===== config.mk =====
export PLATFORM = sky130hd
export DESIGN_NAME = sbsc_cell
export DESIGN_NICKNAME = d
export VERILOG_FILES = /design/src/sbsc_pkg.sv /design/src/sbsc_cell.sv
export SDC_FILE = /design/constraint.sdc
export NUM_CORES = 1
export LEC_CHECK = 0
export ABC_AREA = 1
export BUFFER_PORTS_ARGS = -buffer_cell sky130_fd_sc_hd__buf_2
export CAP_MARGIN = 20
export CORE_AREA = 2 2 312 314
export DETAILED_ROUTE_END_ITERATION = 6
export DIE_AREA = 0 0 314 316
export PLACE_DENSITY = 0.44
export SYNTH_ARGS = -nofsm -noshare
export SYNTH_HDL_FRONTEND = slang
export SYNTH_SLANG_ARGS = --single-unit
export TNS_END_PERCENT = 1

===== constraint.sdc =====
create_clock -name clk -period 0.8 [get_ports clk]
set_input_delay 0.08 -clock clk [delete_from_list [all_inputs] [get_ports clk]]
set_output_delay 0.08 -clock clk [all_outputs]
set_load 0.1 [all_outputs]

===== src/sbsc_pkg.sv =====
`timescale 1ns / 1ps
`default_nettype none
package sbsc_pkg;
	localparam int CW       = 24;          // coordinate width, Q16.8
	localparam int FW       = 16;          // fraction bits
	localparam int DW       = CW + 1;      // delta and offset width
	localparam int RW       = CW + 3;      // divider remainder width
	localparam int QW       = FW + 2;      // quotient bits, top one flags overflow
	localparam int LW       = FW + 1;      // interval bound width
	localparam int TW       = FW + 3;      // signed slab parameter width
	localparam int PW       = DW + LW + 1; // entry product width
	localparam int NCELL    = QW;
	localparam int NLANE    = 4;
	localparam int FRAC_ONE = 1 << FW;

	localparam int L_XLO = 0;
	localparam int L_XHI = 1;
	localparam int L_YLO = 2;
	localparam int L_YHI = 3;

	// one divider lane: offset over delta
	typedef struct packed {
		logic [RW-1:0] r;
		logic [RW-1:0] dv;
		logic [QW-1:0] q;
		logic          neg;
	} lane_t;

	typedef lane_t [NLANE-1:0] lanes_t;

	// data carried alongside the dividers
	typedef struct packed {
		logic signed [CW-1:0] sx;
		logic signed [CW-1:0] sy;
		logic signed [DW-1:0] dx;
		logic signed [DW-1:0] dy;
		logic                 zx;
		logic                 zy;
		logic                 rx;
		logic                 ry;
	} side_t;
endpackage
`default_nettype wire


===== src/sbsc_cell.sv =====
`timescale 1ns / 1ps
`default_nettype none
// One quotient bit for each of the four lanes.
module sbsc_cell (
	input  wire logic              clk,
	input  wire logic              arst_n,
	input  wire logic              en,
	input  wire logic              valid_in,
	input  sbsc_pkg::side_t        side_in,
	input  sbsc_pkg::lanes_t       lanes_in,
	output logic                   valid_out,
	output sbsc_pkg::side_t        side_out,
	output sbsc_pkg::lanes_t       lanes_out
);
	sbsc_pkg::lanes_t nxt;

	always_comb begin
		for (int i = 0; i < sbsc_pkg::NLANE; i++) begin
			logic                   ge;
			logic [sbsc_pkg::RW-1:0] diff;
			ge           = lanes_in[i].r >= lanes_in[i].dv;
			diff         = ge ? lanes_in[i].r - lanes_in[i].dv : lanes_in[i].r;
			nxt[i].r     = {diff[sbsc_pkg::RW-2:0], 1'b0};
			nxt[i].dv    = lanes_in[i].dv;
			nxt[i].q     = {lanes_in[i].q[sbsc_pkg::QW-2:0], ge};
			nxt[i].neg   = lanes_in[i].neg;
		end
	end

	always_ff @(posedge clk or negedge arst_n) begin
		if (!arst_n) begin
			valid_out <= 1'b0;
		end else if (en) begin
			valid_out <= valid_in;
		end
	end

	always_ff @(posedge clk) begin
		if (en) begin
			side_out  <= side_in;
			lanes_out <= nxt;
		end
	end
endmodule
`default_nettype wire


==> metrics <==
result of the run finished, violations left; violated checks negative setup slack; die height 316 um; I/O pin count 793; count of state elements after synthesis 391; number of levels the H-tree was split into 2; TritonCTS buffer count 48; RSZ-0062 raised after global routing true; kind of start point of the critical path flip-flop; Distinct cells, synth 34; fillers 9092; ratio of routed vias to standard cells 4.04; type of the worst setup path reg -> out; path class of the lowest-slack min-delay path in -> reg; share of synthesized area occupied by flip-flops and latches 54.4%; die boundary width 314 um; share of flip-flops with an asynchronous set or reset 0.256%; Post-DP Area 0.0377 sq mm; Post-Synthesis Cells 2439; crit end category output pin; std cell rows 114; clock root buffer sky130_fd_sc_hd__clkbuf_16; Critical Path AT 1.35 ns; clock latency on the worst-skew pair 0.60 ns; sum of overflow across all layers after global routing 0; Buffers on Ports 784; gr usage total 17.7%; Total Routed Length 90000 um; area growth from synthesis to layout 103%; number of antenna violations at the first check in global routing 12; maximum vdd ir drop 1740 uV; number of pins with negative max-slew slack in the final report 0; Post-layout nets 4579; Final Hold Violating Endpoints 0; number of search-and-repair iterations in the first detailed-routing pass 5; initial core utilization 22.5%; Post-Layout Inst Area 0.0438 sq mm; power per unit of standard cell area 1960 mW/mm^2; worst path required time 0.72 ns; ordered cell list for the critical path buf_12; fmax 701 MHz; final total negative setup slack -238.79 ns; Slowest Stage Delay on Critical Path 0.50 ns; clk sink count 391; via count of the first global-routing pass 22.6k; drt wl/cell 16.7 um; cell at the slowest stage of the critical path sky130_fd_sc_hd__edfxtp_1; highest-count cells in the layout ignoring fill and taps sky130_fd_sc_hd__nand2_1 (727), sky130_fd_sc_hd__inv_1 (461), sky130_fd_sc_hd__buf_12 (411); Max clock buf depth 3; max-cap check violation count 0; DP HPWL 73200 um; first-pass GRT wire length 133000 um; Core Box Area 0.0960 sq mm; number of design rule violations left after detail routing 0; clock input transition at the sequential cells of the worst setup and hold paths 0.06 ns; Worst path top cell family by delay flip-flops; routability cong. 0.906; most frequent standard cell in the layout excluding fill and tap cells sky130_fd_sc_hd__nand2_1; maximum number of pins on one net before global-route repair 38; post-synthesis instance area 0.0216 sq mm; DRC marker count from the first detailed-route iteration 1162; largest fanout on the critical path 1; Die Area 0.0992 sq mm; Worst Setup Slack, final -0.626 ns; number of warnings printed during yosys synthesis 0; share of cells above drive strength 1 40.2%; Final Critical Period 1.43 ns; CTS tree done; Hold WS 0.0386 ns; vias post-DR 21.7k; Synth Flop Type sky130_fd_sc_hd__edfxtp_1; final setup skew 0 ns; fin crit share 178%; CP bufs+invs 1; number of enable-type register cells in the synthesized netlist 390; Setup violations, final 499; static leakage power 20.5 nW; Antenna Violating Nets Remaining 0; Avg Inst Size Synth 8.85 sq um; total setup buffers inserted after CTS 0
==> cells by family (layout without fill, tap and decap cells) <==
logic type	Yosys count	in the layout	share of synthesized area, %
flip-flops	391	391	54.4
buffers and inverters	562	2228	10.4
XOR/XNOR	52	52	2.11
AO/OA/AOI/OAI	118	118	3.00
multiplexers	1	1	0.0522
other	1	8	0.0174
adder cells (fa/ha/maj)	112	112	6.63
AND/OR/NAND/NOR	1202	1202	23.4
==> path summary, 6_finish.rpt <==
check                      cells past startpoint        endpoint          start  slack, ns
hold reg to reg                                1       valid_out      valid_out       0.53
hold / removal                                 4  lanes_out[278]  lanes_in[277]       0.04
max in group asynchronous                      3       valid_out         arst_n       0.09
setup / recovery                               1    side_out[48]   side_out[48]      -0.63
setup reg to reg                               1       valid_out      valid_out       0.05
min in group asynchronous                      3       valid_out         arst_n       0.54
==> power by group <==
part | switching, mW | internal, mW
clock | 9.14 | 12.5
sequential | 1.65 | 25.1
combinational | 23.0 | 14.7
total | 33.8 | 52.2
==> through the flow <==
stage / total power [mW] / utilization [%] / setup slack [ns] / cells
floorplan: 46.9 / - / -0.751 / 2442
global placement: 62.8 / 39.3 / -1.24 / 4900
detailed placement: 62.9 / 39.3 / -1.28 / 4900
CTS: 86.9 / 45.4 / -0.706 / 5384
global route: 89.5 / 45.6 / -0.686 / 5386
finish: 86.0 / 45.6 / -0.626 / 5388
==> flip-flops by register name, summed over array words and instances, names as in the netlist <==
signal and flops:
lanes_out 288, side_out 102, valid_out 1
==> routing by layer <==
layer	GRT usage [%]	part of all wire [%]	vias up	wire (um)
met5	0	0.082	-	74
li1	-	-	11000	-
met2	32.1	51	647	45500
met3	5.09	7.3	122	6580
met1	20.3	40	9922	35600
met4	4.63	2.5	12	2230
==> cell usage after synthesis (7+ instances only) <==
cell	number	area, sq um
sky130_fd_sc_hd__nand2_1	812	3050
sky130_fd_sc_hd__inv_1	530	1990
sky130_fd_sc_hd__edfxtp_1	390	11700
sky130_fd_sc_hd__nor2_1	144	541
sky130_fd_sc_hd__nand3_1	116	581
sky130_fd_sc_hd__ha_1	108	1350
sky130_fd_sc_hd__nand4_1	72	450
sky130_fd_sc_hd__xor2_1	50	438
sky130_fd_sc_hd__a21oi_1	48	240
sky130_fd_sc_hd__o21ai_0	35	175
sky130_fd_sc_hd__o21ai_1	23	115
sky130_fd_sc_hd__nand3b_1	20	150
sky130_fd_sc_hd__buf_6	15	169
sky130_fd_sc_hd__nand3_2	7	70.1
==> area by class of cell <==
type	count	area (sq um)	area share, %
diodes	4	10.0	0.0229
clock buffers	55	1250	2.85
clock inverters	34	282	0.643
inverters	530	2010	4.60
multi-input cells	1489	9590	21.9
flip-flops and latches	391	11700	26.8
well taps	1276	1600	3.65
repair buffers	1609	17300	39.5
==> timing repair <==
action,in CTS,in global routing
pin swaps,24,9
endpoints found under the setup margin,499,528
hold endpoints to repair,415,0
resized for setup,133,71
hold buffers,395,0
(Power assumes the default switching activity.)
