--- src/sbsc_pkg.sv ---
`timescale 1ns / 1ps
`default_nettype none
package sbsc_pkg;
	localparam int CW       = 24;          // coordinate width, Q16.8
	localparam int FW       = 16;          // fraction bits
	localparam int DW       = CW + 1;      // delta and offset width
	localparam int RW       = CW + 3;      // divider remainder width
	localparam int QW       = FW + 2;      // quotient bits, top one flags overflow
	localparam int LW       = FW + 1;      // interval bound width
	localparam int TW       = FW + 3;      // signed slab parameter width
	localparam int PW       = DW + LW + 1; // entry product width
	localparam int NCELL    = QW;
	localparam int NLANE    = 4;
	localparam int FRAC_ONE = 1 << FW;

	localparam int L_XLO = 0;
	localparam int L_XHI = 1;
	localparam int L_YLO = 2;
	localparam int L_YHI = 3;

	// one divider lane: offset over delta
	typedef struct packed {
		logic [RW-1:0] r;
		logic [RW-1:0] dv;
		logic [QW-1:0] q;
		logic          neg;
	} lane_t;

	typedef lane_t [NLANE-1:0] lanes_t;

	// data carried alongside the dividers
	typedef struct packed {
		logic signed [CW-1:0] sx;
		logic signed [CW-1:0] sy;
		logic signed [DW-1:0] dx;
		logic signed [DW-1:0] dy;
		logic                 zx;
		logic                 zy;
		logic                 rx;
		logic                 ry;
	} side_t;
endpackage
`default_nettype wire

--- src/sbsc_finish.sv ---
`timescale 1ns / 1ps
`default_nettype none
module sbsc_finish (
	input  wire logic                            clk,
	input  wire logic                            arst_n,
	input  wire logic                            en,
	input  wire logic                            valid_in,
	input  sbsc_pkg::side_t                      side_in,
	input  sbsc_pkg::lanes_t                     lanes_in,
	output logic                                 out_valid,
	output logic                                 hit,
	output logic [sbsc_pkg::LW-1:0]              entry_fraction,
	output logic signed [sbsc_pkg::CW-1:0]       entry_x,
	output logic signed [sbsc_pkg::CW-1:0]       entry_y
);
	localparam int TW = sbsc_pkg::TW;
	localparam int LW = sbsc_pkg::LW;
	localparam int PW = sbsc_pkg::PW;
	localparam int CW = sbsc_pkg::CW;
	localparam logic signed [TW-1:0] T_ONE = TW'(sbsc_pkg::FRAC_ONE);
	localparam logic signed [TW-1:0] T_MAX = TW'(sbsc_pkg::FRAC_ONE + 1);
	localparam logic signed [PW-1:0] HALF  = PW'(sbsc_pkg::FRAC_ONE / 2);

	// saturated slab parameter in [-1, one + 1]
	function automatic logic signed [TW-1:0] sat_t(input sbsc_pkg::lane_t l);
		logic [LW-1:0] v;
		v = l.q[sbsc_pkg::QW-2:0];
		if (l.neg) return '1;
		if (l.q[sbsc_pkg::QW-1] || $signed({2'b00, v}) > T_MAX) return T_MAX;
		return $signed({2'b00, v});
	endfunction

	logic                 ok;
	logic signed [TW-1:0] lo, hi, tl, th, tt;

	always_comb begin
		lo = '0;
		hi = T_ONE;
		// x slab
		tl = sat_t(lanes_in[sbsc_pkg::L_XLO]);
		th = sat_t(lanes_in[sbsc_pkg::L_XHI]);
		if (tl > th) begin
			tt = tl; tl = th; th = tt;
		end else begin
			tt = tl;
		end
		if (side_in.zx) begin
			ok = side_in.rx;
		end else if (th < lo || tl > hi) begin
			ok = 1'b0;
		end else begin
			if (tl > lo) lo = tl;
			if (th < hi) hi = th;
			ok = lo <= hi;
		end
		// y slab
		tl = sat_t(lanes_in[sbsc_pkg::L_YLO]);
		th = sat_t(lanes_in[sbsc_pkg::L_YHI]);
		if (tl > th) begin
			tt = tl; tl = th; th = tt;
		end
		if (ok) begin
			if (side_in.zy) begin
				ok = side_in.ry;
			end else if (th < lo || tl > hi) begin
				ok = 1'b0;
			end else begin
				if (tl > lo) lo = tl;
				if (th < hi) hi = th;
				ok = lo <= hi;
			end
		end
	end

	logic                 v_s1, v_s2, hit_s1, hit_s2;
	logic [LW-1:0]        low_s1, low_s2;
	logic signed [CW-1:0] sx_s1, sy_s1, sx_s2, sy_s2;
	logic signed [sbsc_pkg::DW-1:0] dx_s1, dy_s1;
	logic signed [PW-1:0] px_s2, py_s2, shx, shy;

	always_ff @(posedge clk or negedge arst_n) begin
		if (!arst_n) begin
			v_s1      <= 1'b0;
			v_s2      <= 1'b0;
			out_valid <= 1'b0;
		end else if (en) begin
			v_s1      <= valid_in;
			v_s2      <= v_s1;
			out_valid <= v_s2;
		end
	end

	always_comb begin
		shx = px_s2 >>> sbsc_pkg::FW;
		shy = py_s2 >>> sbsc_pkg::FW;
	end

	always_ff @(posedge clk) begin
		if (en) begin
			hit_s1 <= ok;
			low_s1 <= lo[LW-1:0];
			sx_s1  <= side_in.sx;
			sy_s1  <= side_in.sy;
			dx_s1  <= side_in.dx;
			dy_s1  <= side_in.dy;

			hit_s2 <= hit_s1;
			low_s2 <= low_s1;
			sx_s2  <= sx_s1;
			sy_s2  <= sy_s1;
			px_s2  <= PW'(dx_s1) * PW'($signed({1'b0, low_s1})) + HALF;
			py_s2  <= PW'(dy_s1) * PW'($signed({1'b0, low_s1})) + HALF;

			hit            <= hit_s2;
			entry_fraction <= hit_s2 ? low_s2 : '0;
			entry_x        <= hit_s2 ? sx_s2 + shx[CW-1:0] : '0;
			entry_y        <= hit_s2 ? sy_s2 + shy[CW-1:0] : '0;
		end
	end
endmodule
`default_nettype wire

--- config.mk ---
export PLATFORM = sky130hd
export DESIGN_NAME = sbsc_finish
export DESIGN_NICKNAME = d
export VERILOG_FILES = /design/src/sbsc_pkg.sv /design/src/sbsc_finish.sv
export SDC_FILE = /design/constraint.sdc
export NUM_CORES = 2
export LEC_CHECK = 0
export BUFFER_PORTS_ARGS = -buffer_cell sky130_fd_sc_hd__clkbuf_2
export CELL_PAD_IN_SITES_DETAIL_PLACEMENT = 0
export CELL_PAD_IN_SITES_GLOBAL_PLACEMENT = 1
export CORE_MARGIN = 5
export CORE_UTILIZATION = 49
export DETAILED_ROUTE_END_ITERATION = 10
export GPL_ROUTABILITY_DRIVEN = 0
export PLACE_DENSITY = 0.94
export REMOVE_ABC_BUFFERS = 1
export SLEW_MARGIN = 20
export SYNTH_ARGS = -nofsm -noshare
export SYNTH_HDL_FRONTEND = slang
export SYNTH_SLANG_ARGS = --single-unit
--- constraint.sdc ---
create_clock -name clk -period 9.1 [get_ports clk]
set_input_delay 2.73 -clock clk [delete_from_list [all_inputs] [get_ports clk]]
set_output_delay 2.73 -clock clk [all_outputs]
set_load 0.1 [all_outputs]
==> flow_summary.ini <==
[route]
totalWireLength_microns = 120500
routedWlPerCell_microns = 18.92
viasPerCell = 5.299
vias = 33736
drtAntennaViolNets = 0
drt-initial-drc-count = 2375
drc_errors = 0
detail_route.first_pass.iterations = 7

[critical_path]
critPathLaunchType = primary input
slowest_delay_ns = 0.48
required_ns = 9.44
crit_fanout = 24
cp_slowest_cell = a2111oi_1
path_class = primary input to flop
critPathArrivalTime_ns = 9.39
end_kind = flop

[synthesis]
ys_ff_latch = 299
synth-async-reset-ratio_pct = 1.003
synth_top_area_share_pct = 34.89
ys_top_cells_by_area = fa_1 (35%), edfxtp_1 (20%), ha_1 (12%)
synth_cell_types = 71
synthAdderAreaFrac_pct = 46.60
synthSimpleGateAreaFrac_pct = 14.06
synth_compound_area_share_pct = 5.970
synth_xor_area_share_pct = 1.947
yosysSeqAreaShare_pct = 19.73
dominantRegCellSynth = edfxtp_1
synth_area_per_cell_sq_um = 9.833
synth.cell_area_sq_mm = 0.04544
ys.warnings.count = 0
synth_top_area_cell = fa_1
synth_edf_count = 296
syn_inst = 4621
synth_mux_area_share_pct = 2.101
synth_top_family_by_area = adder cells

[worst_hold_path]
hold_path.class = flop to flop

[placement]
io_buffers = 248
placed_cell_area_sq_mm = 0.05033
hpwl_microns = 95420
dp_cells = 6294

[floorplan]
die_w_microns = 314.5
core_region_area_sq_mm = 0.09180
die_h_microns = 314.5
row_count = 111
initial_core_util_pct = 49.50
num_io_pins = 465
dieArea_sq_mm = 0.09892

[sta]
hold_viol_final = 0
slew_violations = 0
worst_slew_pin_slew_ns = 1.009
period_share_pct = 99.39
layout_min_cycle_time_ns = 9.045
setup_viol = 0
max_freq_ghz = 0.1106
finalClockSkew_ns = 0.02495
slew_headroom_pct = 32.03
fin_hold_ws_ns = 0.4078

[clocking]
clock-sinks = 299
cts_root_buf = clkbuf_16
cts_made_buffers = 38
cts.clk_slew.worst_paths_ns = 0.06
tritoncts = built
clk_latency_ns = 0.60
htree_levels = 2
clockBufferDepth = 3

[global_route]
grt_max_degree = 126
grt_pass1_vias = 36382
track_usage_pct = 24.69
gr-total-overflow = 0
grt_pass1_wl_microns = 193000
antenna_found_initial = 10

[finish]
syn_to_final_growth_pct = 14.01
layout-drive-gt1-share_pct = 14.37
final_common_cell = inv_1
fin_area_sq_mm = 0.05180
final_net_count = 6709
final_cell_mix = inv_1 (965), fa_1 (792), nand2_1 (605)
final_cells = 6367

[flow_run]
drv_cap = 0

[run_status]
outcome = completed
==> cells by family (layout without fill, tap and decap cells) <==
group	Yosys count	count (layout)
DFF	299	299
xor gates and xnor gates	101	101
adders and majority gates	1217	1217
other	1	5
AOI/OAI and AO/OA	434	434
muxes	91	91
buffers and inverters	1154	1653
and+or+nand+nor	1324	1324
==> metal layers <==
metal	global-route usage (%)	up-vias	wire length, microns	share of wire, %
li1	-	15389	-	-
met1	32.93	16879	49240	41
met2	42.00	1212	58510	49
met3	3.772	248	8756	7.3
met4	7.485	8	3910	3.2
met5	0	-	46	0.038
==> worst paths after layout <==
| check | from | to | slack (ns) | cells after the start |
|---|---|---|---|---|
| min reg2reg | sy_s1[11] | sy_s2[11] | 0.41 | 0 |
| max in group asynchronous | arst_n | v_s1 | 7.05 | 1 |
| max reg2reg | low_s1[8] | py_s2[38] | 1.29 | 24 |
| min in group asynchronous | arst_n | out_valid | 1.93 | 1 |
| max | lanes_in[16] | hit_s1 | 0.06 | 34 |
| min | sy_s1[11] | sy_s2[11] | 0.41 | 0 |
==> what timing repair did <==
action	in CTS	in global routing
buffers inserted	0	3
endpoints found under the setup margin	0	1
hold buffers	0	0
resized for setup	0	36
==> worst max-delay path: cells and delay by family <==
family          cells  cell delay, ns
compound gates     19            3.42
mux                 1            0.37
simple gates        5            1.10
fa+ha+maj           3            0.91
buf+inv             6            0.82
==> registers in the layout, indices dropped and copies added (netlist names), 24 cells and up <==
signal,count
px_s2,24
sx_s2,24
dy_s1,25
sx_s1,24
entry_y,24
sy_s2,24
entry_x,24
py_s2,24
dx_s1,25
sy_s1,24
==> per-stage QoR <==
stage / setup TNS, ns / setup WS (ns) / utilization, %
5_1_grt: -0.1890 / -0.1890 / 56.43
2_1_floorplan: -21.26 / -2.511 / -
3_3_place_gp: -0.5129 / -0.5129 / 54.82
4_1_cts: 0 / 0.02773 / 56.25
3_5_place_dp: -0.6379 / -0.6151 / 54.82
6_report: 0 / 0.05532 / 56.43
==> area by class of cell <==
| type | instances | area (sq um) |
|---|---|---|
| Multi-Input combinational cell | 3171 | 32260 |
| Tap cell | 1243 | 1555 |
| Clock buffer | 46 | 991.0 |
| Timing Repair Buffer | 616 | 4071 |
| Inverter | 968 | 3633 |
| Sequential cell | 299 | 8964 |
| Antenna cell | 1 | 2.502 |
| Clock inverter | 23 | 319.1 |
| Fill cell | 7783 | 40000 |
==> synth_stat cells, drive strengths merged (13+ instances only) <==
library cell and number:
xnor2 72, nand3 39, nor2 127, nor2b 38, nand2 606, mux2i 69, inv 968, edfxtp 296
fa 792, and2 362, or3 14, o21ai 106, nor4 19, xor2 29, a211oi 14, nand2b 13
nor3 46, o21a 20, nand4 32, mux2 22, ha 425, clkbuf 180, a21o 39, o211ai 17
a21oi 149
Power is not shown: default switching activity piles up to over one toggle a cycle in this logic, so the estimate is an artifact.
