`src/sbsc_pkg.sv`:
```
`timescale 1ns / 1ps
`default_nettype none
package sbsc_pkg;
	localparam int CW       = 24;          // coordinate width, Q16.8
	localparam int FW       = 16;          // fraction bits
	localparam int DW       = CW + 1;      // delta and offset width
	localparam int RW       = CW + 3;      // divider remainder width
	localparam int QW       = FW + 2;      // quotient bits, top one flags overflow
	localparam int LW       = FW + 1;      // interval bound width
	localparam int TW       = FW + 3;      // signed slab parameter width
	localparam int PW       = DW + LW + 1; // entry product width
	localparam int NCELL    = QW;
	localparam int NLANE    = 4;
	localparam int FRAC_ONE = 1 << FW;

	localparam int L_XLO = 0;
	localparam int L_XHI = 1;
	localparam int L_YLO = 2;
	localparam int L_YHI = 3;

	// one divider lane: offset over delta
	typedef struct packed {
		logic [RW-1:0] r;
		logic [RW-1:0] dv;
		logic [QW-1:0] q;
		logic          neg;
	} lane_t;

	typedef lane_t [NLANE-1:0] lanes_t;

	// data carried alongside the dividers
	typedef struct packed {
		logic signed [CW-1:0] sx;
		logic signed [CW-1:0] sy;
		logic signed [DW-1:0] dx;
		logic signed [DW-1:0] dy;
		logic                 zx;
		logic                 zy;
		logic                 rx;
		logic                 ry;
	} side_t;
endpackage
`default_nettype wire

```
`src/sbsc_prep.sv`:
```
`timescale 1ns / 1ps
`default_nettype none
module sbsc_prep (
	input  wire logic                           clk,
	input  wire logic                           arst_n,
	input  wire logic                           en,
	input  wire logic                           in_valid,
	input  wire logic signed [sbsc_pkg::CW-1:0] start_x,
	input  wire logic signed [sbsc_pkg::CW-1:0] start_y,
	input  wire logic signed [sbsc_pkg::CW-1:0] end_x,
	input  wire logic signed [sbsc_pkg::CW-1:0] end_y,
	input  wire logic signed [sbsc_pkg::CW-1:0] box_left,
	input  wire logic signed [sbsc_pkg::CW-1:0] box_top,
	input  wire logic signed [sbsc_pkg::CW-1:0] box_right,
	input  wire logic signed [sbsc_pkg::CW-1:0] box_bottom,
	output logic                                valid_out,
	output sbsc_pkg::side_t                     side_out,
	output sbsc_pkg::lanes_t                    lanes_out
);
	localparam int DW = sbsc_pkg::DW;
	localparam int RW = sbsc_pkg::RW;

	logic                        v_s1;
	logic signed [sbsc_pkg::CW-1:0] sx_s1, sy_s1;
	logic signed [DW-1:0]        dx_s1, dy_s1, nxl_s1, nxh_s1, nyl_s1, nyh_s1;

	function automatic sbsc_pkg::lane_t mk_lane(input logic signed [DW-1:0] n,
			input logic nd, input logic [DW-1:0] dabs);
		logic signed [DW-1:0] m;
		sbsc_pkg::lane_t      l;
		m     = nd ? -n : n;
		l.neg = m[DW-1];
		l.r   = l.neg ? '0 : {{(RW-DW){1'b0}}, m};
		l.dv  = {{(RW-DW-1){1'b0}}, dabs, 1'b0};
		l.q   = '0;
		return l;
	endfunction

	function automatic logic in_slab(input logic signed [DW-1:0] a,
			input logic signed [DW-1:0] b);
		return (a <= 0 && b >= 0) || (b <= 0 && a >= 0);
	endfunction

	always_ff @(posedge clk or negedge arst_n) begin
		if (!arst_n) begin
			v_s1 <= 1'b0;
		end else if (en) begin
			v_s1 <= in_valid;
		end
	end

	always_ff @(posedge clk) begin
		if (en) begin
			sx_s1  <= start_x;
			sy_s1  <= start_y;
			dx_s1  <= DW'(end_x) - DW'(start_x);
			dy_s1  <= DW'(end_y) - DW'(start_y);
			nxl_s1 <= DW'(box_left) - DW'(start_x);
			nxh_s1 <= DW'(box_right) - DW'(start_x);
			nyl_s1 <= DW'(box_top) - DW'(start_y);
			nyh_s1 <= DW'(box_bottom) - DW'(start_y);
		end
	end

	logic          negx, negy;
	logic [DW-1:0] ax, ay;

	always_comb begin
		negx = dx_s1[DW-1];
		negy = dy_s1[DW-1];
		ax   = negx ? DW'(-dx_s1) : DW'(dx_s1);
		ay   = negy ? DW'(-dy_s1) : DW'(dy_s1);
	end

	always_ff @(posedge clk or negedge arst_n) begin
		if (!arst_n) begin
			valid_out <= 1'b0;
		end else if (en) begin
			valid_out <= v_s1;
		end
	end

	always_ff @(posedge clk) begin
		if (en) begin
			side_out.sx <= sx_s1;
			side_out.sy <= sy_s1;
			side_out.dx <= dx_s1;
			side_out.dy <= dy_s1;
			side_out.zx <= (dx_s1 == '0);
			side_out.zy <= (dy_s1 == '0);
			side_out.rx <= in_slab(nxl_s1, nxh_s1);
			side_out.ry <= in_slab(nyl_s1, nyh_s1);
			lanes_out[sbsc_pkg::L_XLO] <= mk_lane(nxl_s1, negx, ax);
			lanes_out[sbsc_pkg::L_XHI] <= mk_lane(nxh_s1, negx, ax);
			lanes_out[sbsc_pkg::L_YLO] <= mk_lane(nyl_s1, negy, ay);
			lanes_out[sbsc_pkg::L_YHI] <= mk_lane(nyh_s1, negy, ay);
		end
	end
endmodule
`default_nettype wire

```
`config.mk`:
```
export PLATFORM = sky130hd
export DESIGN_NAME = sbsc_prep
export DESIGN_NICKNAME = d
export VERILOG_FILES = /design/src/sbsc_pkg.sv /design/src/sbsc_prep.sv
export SDC_FILE = /design/constraint.sdc
export NUM_CORES = 1
export LEC_CHECK = 0
export BUFFER_PORTS_ARGS = -buffer_cell sky130_fd_sc_hd__buf_2
export CORE_AREA = 2 2 228 230
export DETAILED_ROUTE_END_ITERATION = 8
export DIE_AREA = 0 0 230 232
export HOLD_SLACK_MARGIN = 0.15
export PLACE_DENSITY = 0.79
export SYNTH_ARGS = -nofsm -noshare
export SYNTH_HDL_FRONTEND = slang
export SYNTH_SLANG_ARGS = --single-unit
```
`constraint.sdc`:
```
create_clock -name clk -period 5.49 [get_ports clk]
set_input_delay 0.2745 -clock clk [delete_from_list [all_inputs] [get_ports clk]]
set_output_delay 0.2745 -clock clk [all_outputs]
set_load 0.05 [all_outputs]
```
==> impl_metrics.json <==
{
  "cts_sinks": 450,
  "dp.cells": 3234,
  "route.detailed.drc": 0,
  "reg2reg_to": "lanes_out[47]$_SDFFCE_PP0P_",
  "clk_pin_slew_ns": 0.06,
  "start_util_pct": 49.0,
  "rrSetupSlack_ns": 2.02,
  "crit_family": "simple AND/OR/NAND/NOR gates",
  "vias": 18495,
  "grt_max_degree": 162,
  "whs_path_depth": 3,
  "critPathBufInv": 0,
  "syn-cell-area_mm2": 0.0250,
  "setup.worst_path.start_class": "flip-flop",
  "ys_ff_latch": 450,
  "timing.max_slew.rel_slack_pct": 35.9,
  "crit_path_top_delay_cell": "or4_4",
  "tns_ns": 0,
  "port_buffers": 498,
  "final_max_slew_viol_count": 0,
  "power_leakage_nw": 12.5,
  "die_area_mm2": 0.0534,
  "overflow": 0,
  "async_flop_share_pct": 0.444,
  "synth_top_area_share_pct": 53.9,
  "wl_per_cell_um": 19.8,
  "cts_buffers": 50,
  "antenna_found_initial": 20,
  "final_cells": 3404,
  "synthFlopType": "edfxtp_1",
  "die_y_um": 232,
  "grt_usage_pct": 24.5,
  "wirelength_mm": 67.3,
  "clock_latency_ns": 0.60,
  "ir_drop_mv": 0.283,
  "path_common_cell": "or4_4",
  "critPathKind": "flip-flop to flip-flop",
  "syn-mean-instance-area_um2": 11.7,
  "yosys_warnings": 0,
  "status": "finished, final reports clean",
  "timing.final.crit_share_pct": 63.2,
  "drt-initial-drc-count": 1537,
  "crit_cells": 8,
  "drt_first_pass_iters": 5,
  "arrival_ns": 3.79,
  "end_kind": "flip-flop",
  "reg2reg_depth": 8,
  "worstHoldEndpoint": "nyh_s1[2]$_DFFE_PP_",
  "synth_cell_types": 72,
  "synth_area_leaders": "edfxtp_1 (54%), ha_1 (7.5%), xnor2_1 (4.6%)",
  "slowest_delay_ns": 0.53,
  "core_area_mm2": 0.0509,
  "worstReg2RegStart": "nxl_s1[3]$_DFFE_PP_",
  "synth_seq_area_share_pct": 54.1,
  "clockBufferDepth": 3,
  "min_path_type": "primary input to flip-flop",
  "clockRootBuffer": "clkbuf_16",
  "ant_nets": 0,
  "setup_viol": 0,
  "synth-edff-count": 448,
  "via_per_inst": 5.43,
  "cap_violations": 0,
  "tightest_slew_ns": 0.957,
  "areaGrowthSynthToFinish_pct": 19.5,
  "rsz0062_at_grt": "no",
  "ios": 591,
  "min_period_ns": 3.47,
  "worstHoldStart": "box_bottom[2]",
  "worstPathRequired_ns": 5.81,
  "grt_pass1_wl_mm": 99.2,
  "rows": 83,
  "skew_ns": 0.0344,
  "worstPathCellList": "or3_4, or3b_4, or4_4, or4_4, nor3_2, nand2b_2, xnor2_2, nor2_1",
  "crit_fanout": 23,
  "final_net_count": 3021,
  "grt_pass1_vias": 17541,
  "postCtsSetupBuffers": 0,
  "postSynthCellCount": 2137,
  "gp_congestion": 0.939,
  "synth_top_cell_by_area": "edfxtp_1",
  "h-tree-depth": 2,
  "drive_above_1_share_pct": 22.6,
  "fmax_mhz": 288,
  "power_density_mw_per_mm2": 380,
  "cts_tree": "yes",
  "timing.final.ws_setup_ns": 2.02,
  "dp_hpwl_mm": 52.1,
  "die_x_um": 230,
  "hold_viol_final": 0,
  "place_ws_ns": 2.08
}
## cells in the final DEF (no fill, tap or decap), drive strengths merged, types with 11 or more instances in the layout
cell           n
nand2b        25
inv          111
nor3          27
buf          505
nand4         11
or3           33
clkbuf        58
o21bai        12
or4           22
a21oi        101
nand3         32
nand2        113
o31ai         40
conb          92
dlygate4sd3   63
a211oi        13
o41ai         24
and3          11
a21o          44
ha           150
o21a          31
nor4          15
xor2         114
diode         18
nor2         184
clkinv        18
edfxtp       448
nor2b         34
a31oi         12
xnor2        131
o21ai        112
## where the power goes
part / switching (mW) / total, mW / internal, mW
combinational: 2.29 / 3.19 / 0.901
clock: 1.39 / 3.40 / 2.01
sequential: 0.321 / 4.75 / 4.43
total: 4.00 / 11.3 / 7.34
## sequential cells by signal (all words and copies together), names as in the netlist
signal     cells
nxh_s1        25
valid_out      1
lanes_out    148
dx_s1         25
sx_s1         24
sy_s1         24
side_out     102
nyh_s1        25
nxl_s1        25
v_s1           1
nyl_s1        25
dy_s1         25
## area by class of cell
cell class                 instances  area (um2)
inverter                         108         405
sequential                       450       13500
multi-input combinational       1491       10200
fill                            4040       21100
clock buffer                      58        1280
clock inverter                    31         367
tap                              680         851
antenna                           18        45.0
timing repair buffer             568        3210
## worst max path at each step
stage	from	endpoint	slack (ns)
after detailed placement	nxl_s1[3]$_DFFE_PP_	lanes_out[47]$_SDFFCE_PP0P_	2.08
after global routing	nyl_s1[3]$_DFFE_PP_	lanes_out[204]$_SDFFCE_PP0P_	1.87
after global placement	nxl_s1[3]$_DFFE_PP_	lanes_out[50]$_SDFFCE_PP0P_	2.15
final	nxl_s1[3]$_DFFE_PP_	lanes_out[47]$_SDFFCE_PP0P_	2.02
after floorplan	nxl_s1[3]$_DFFE_PP_	lanes_out[52]$_SDFFCE_PP0P_	2.35
after CTS	nxl_s1[3]$_DFFE_PP_	lanes_out[67]$_SDFFCE_PP0P_	2.07
## logic make-up (layout without fill, tap and decap cells)
| family | Yosys count | count (layout) | synth area share [%] |
|---|---|---|---|
| XOR/XNOR | 245 | 245 | 8.63 |
| AND/OR/NAND/NOR | 538 | 538 | 10.6 |
| buffers and inverters | 287 | 765 | 6.54 |
| flip-flops | 450 | 450 | 54.1 |
| other | 1 | 110 | 0.0150 |
| multiplexers | 7 | 7 | 0.296 |
| AO/OA/AOI/OAI | 453 | 453 | 11.9 |
| adder cells (fa/ha/maj) | 156 | 156 | 8.00 |
## through the flow
stage / instance area [um2] / total power [mW] / utilization, % / hold slack, ns
after global routing: 29800 / 11.8 / 58.6 / 0.183
after detailed placement: 27500 / 7.94 / 54.1 / 0.0602
after CTS: 29800 / 11.4 / 58.5 / 0.150
final: 29800 / 11.3 / 58.6 / 0.175
after global placement: 27500 / 7.89 / 54.1 / 0.0606
after floorplan: 25300 / 7.21 / - / -0.0211
## layer usage
metal / part of all wire [%] / vias up / routed length (um) / GRT usage (%)
li1: - / 8711 / - / -
met1: 40 / 8827 / 27100 / 31.3
met2: 48 / 811 / 32100 / 40.8
met3: 7.9 / 142 / 5290 / 4.78
met4: 4.1 / 4 / 2790 / 10.6
met5: 0.034 / - / 23 / 0
## synth_stat cells (5+ instances only)
library cell and number:
or4_1 20, a31oi_1 12, inv_1 108, ha_1 150
and2_1 5, xnor2_1 130, o31ai_1 40, a21o_1 44
a21oi_1 101, a211oi_1 13, o21a_1 31, nand2_1 113
o41ai_1 24, o21bai_1 12, or2_2 10, clkbuf_1 31
xor2_1 114, nor2_1 184, or3_1 32, edfxtp_1 448
nand2b_1 24, nor3_1 26, nor4_1 15, nand4_1 11
o211ai_1 9, buf_4 144, o31a_1 10, nor2b_1 34
nand3_1 32, o21ai_0 112, a31o_2 5, and3_1 11
fa_1 6
## worst reg2reg max path: cells and delay by family (launching register included)
kind / cells / cell delay [ns]
simple gates: 7 / 2.41
flops: 1 / 0.43
xor+xnor: 1 / 0.35
## what timing repair did
| action | 4_1_cts | 5_1_grt |
|---|---|---|
| endpoints found under the hold margin | 64 | 0 |
| endpoints found under the setup margin | 0 | 0 |
| hold buffers | 63 | 0 |
| resized for setup | 0 | 0 |
Note: power is estimated with default switching activity, not from simulation.
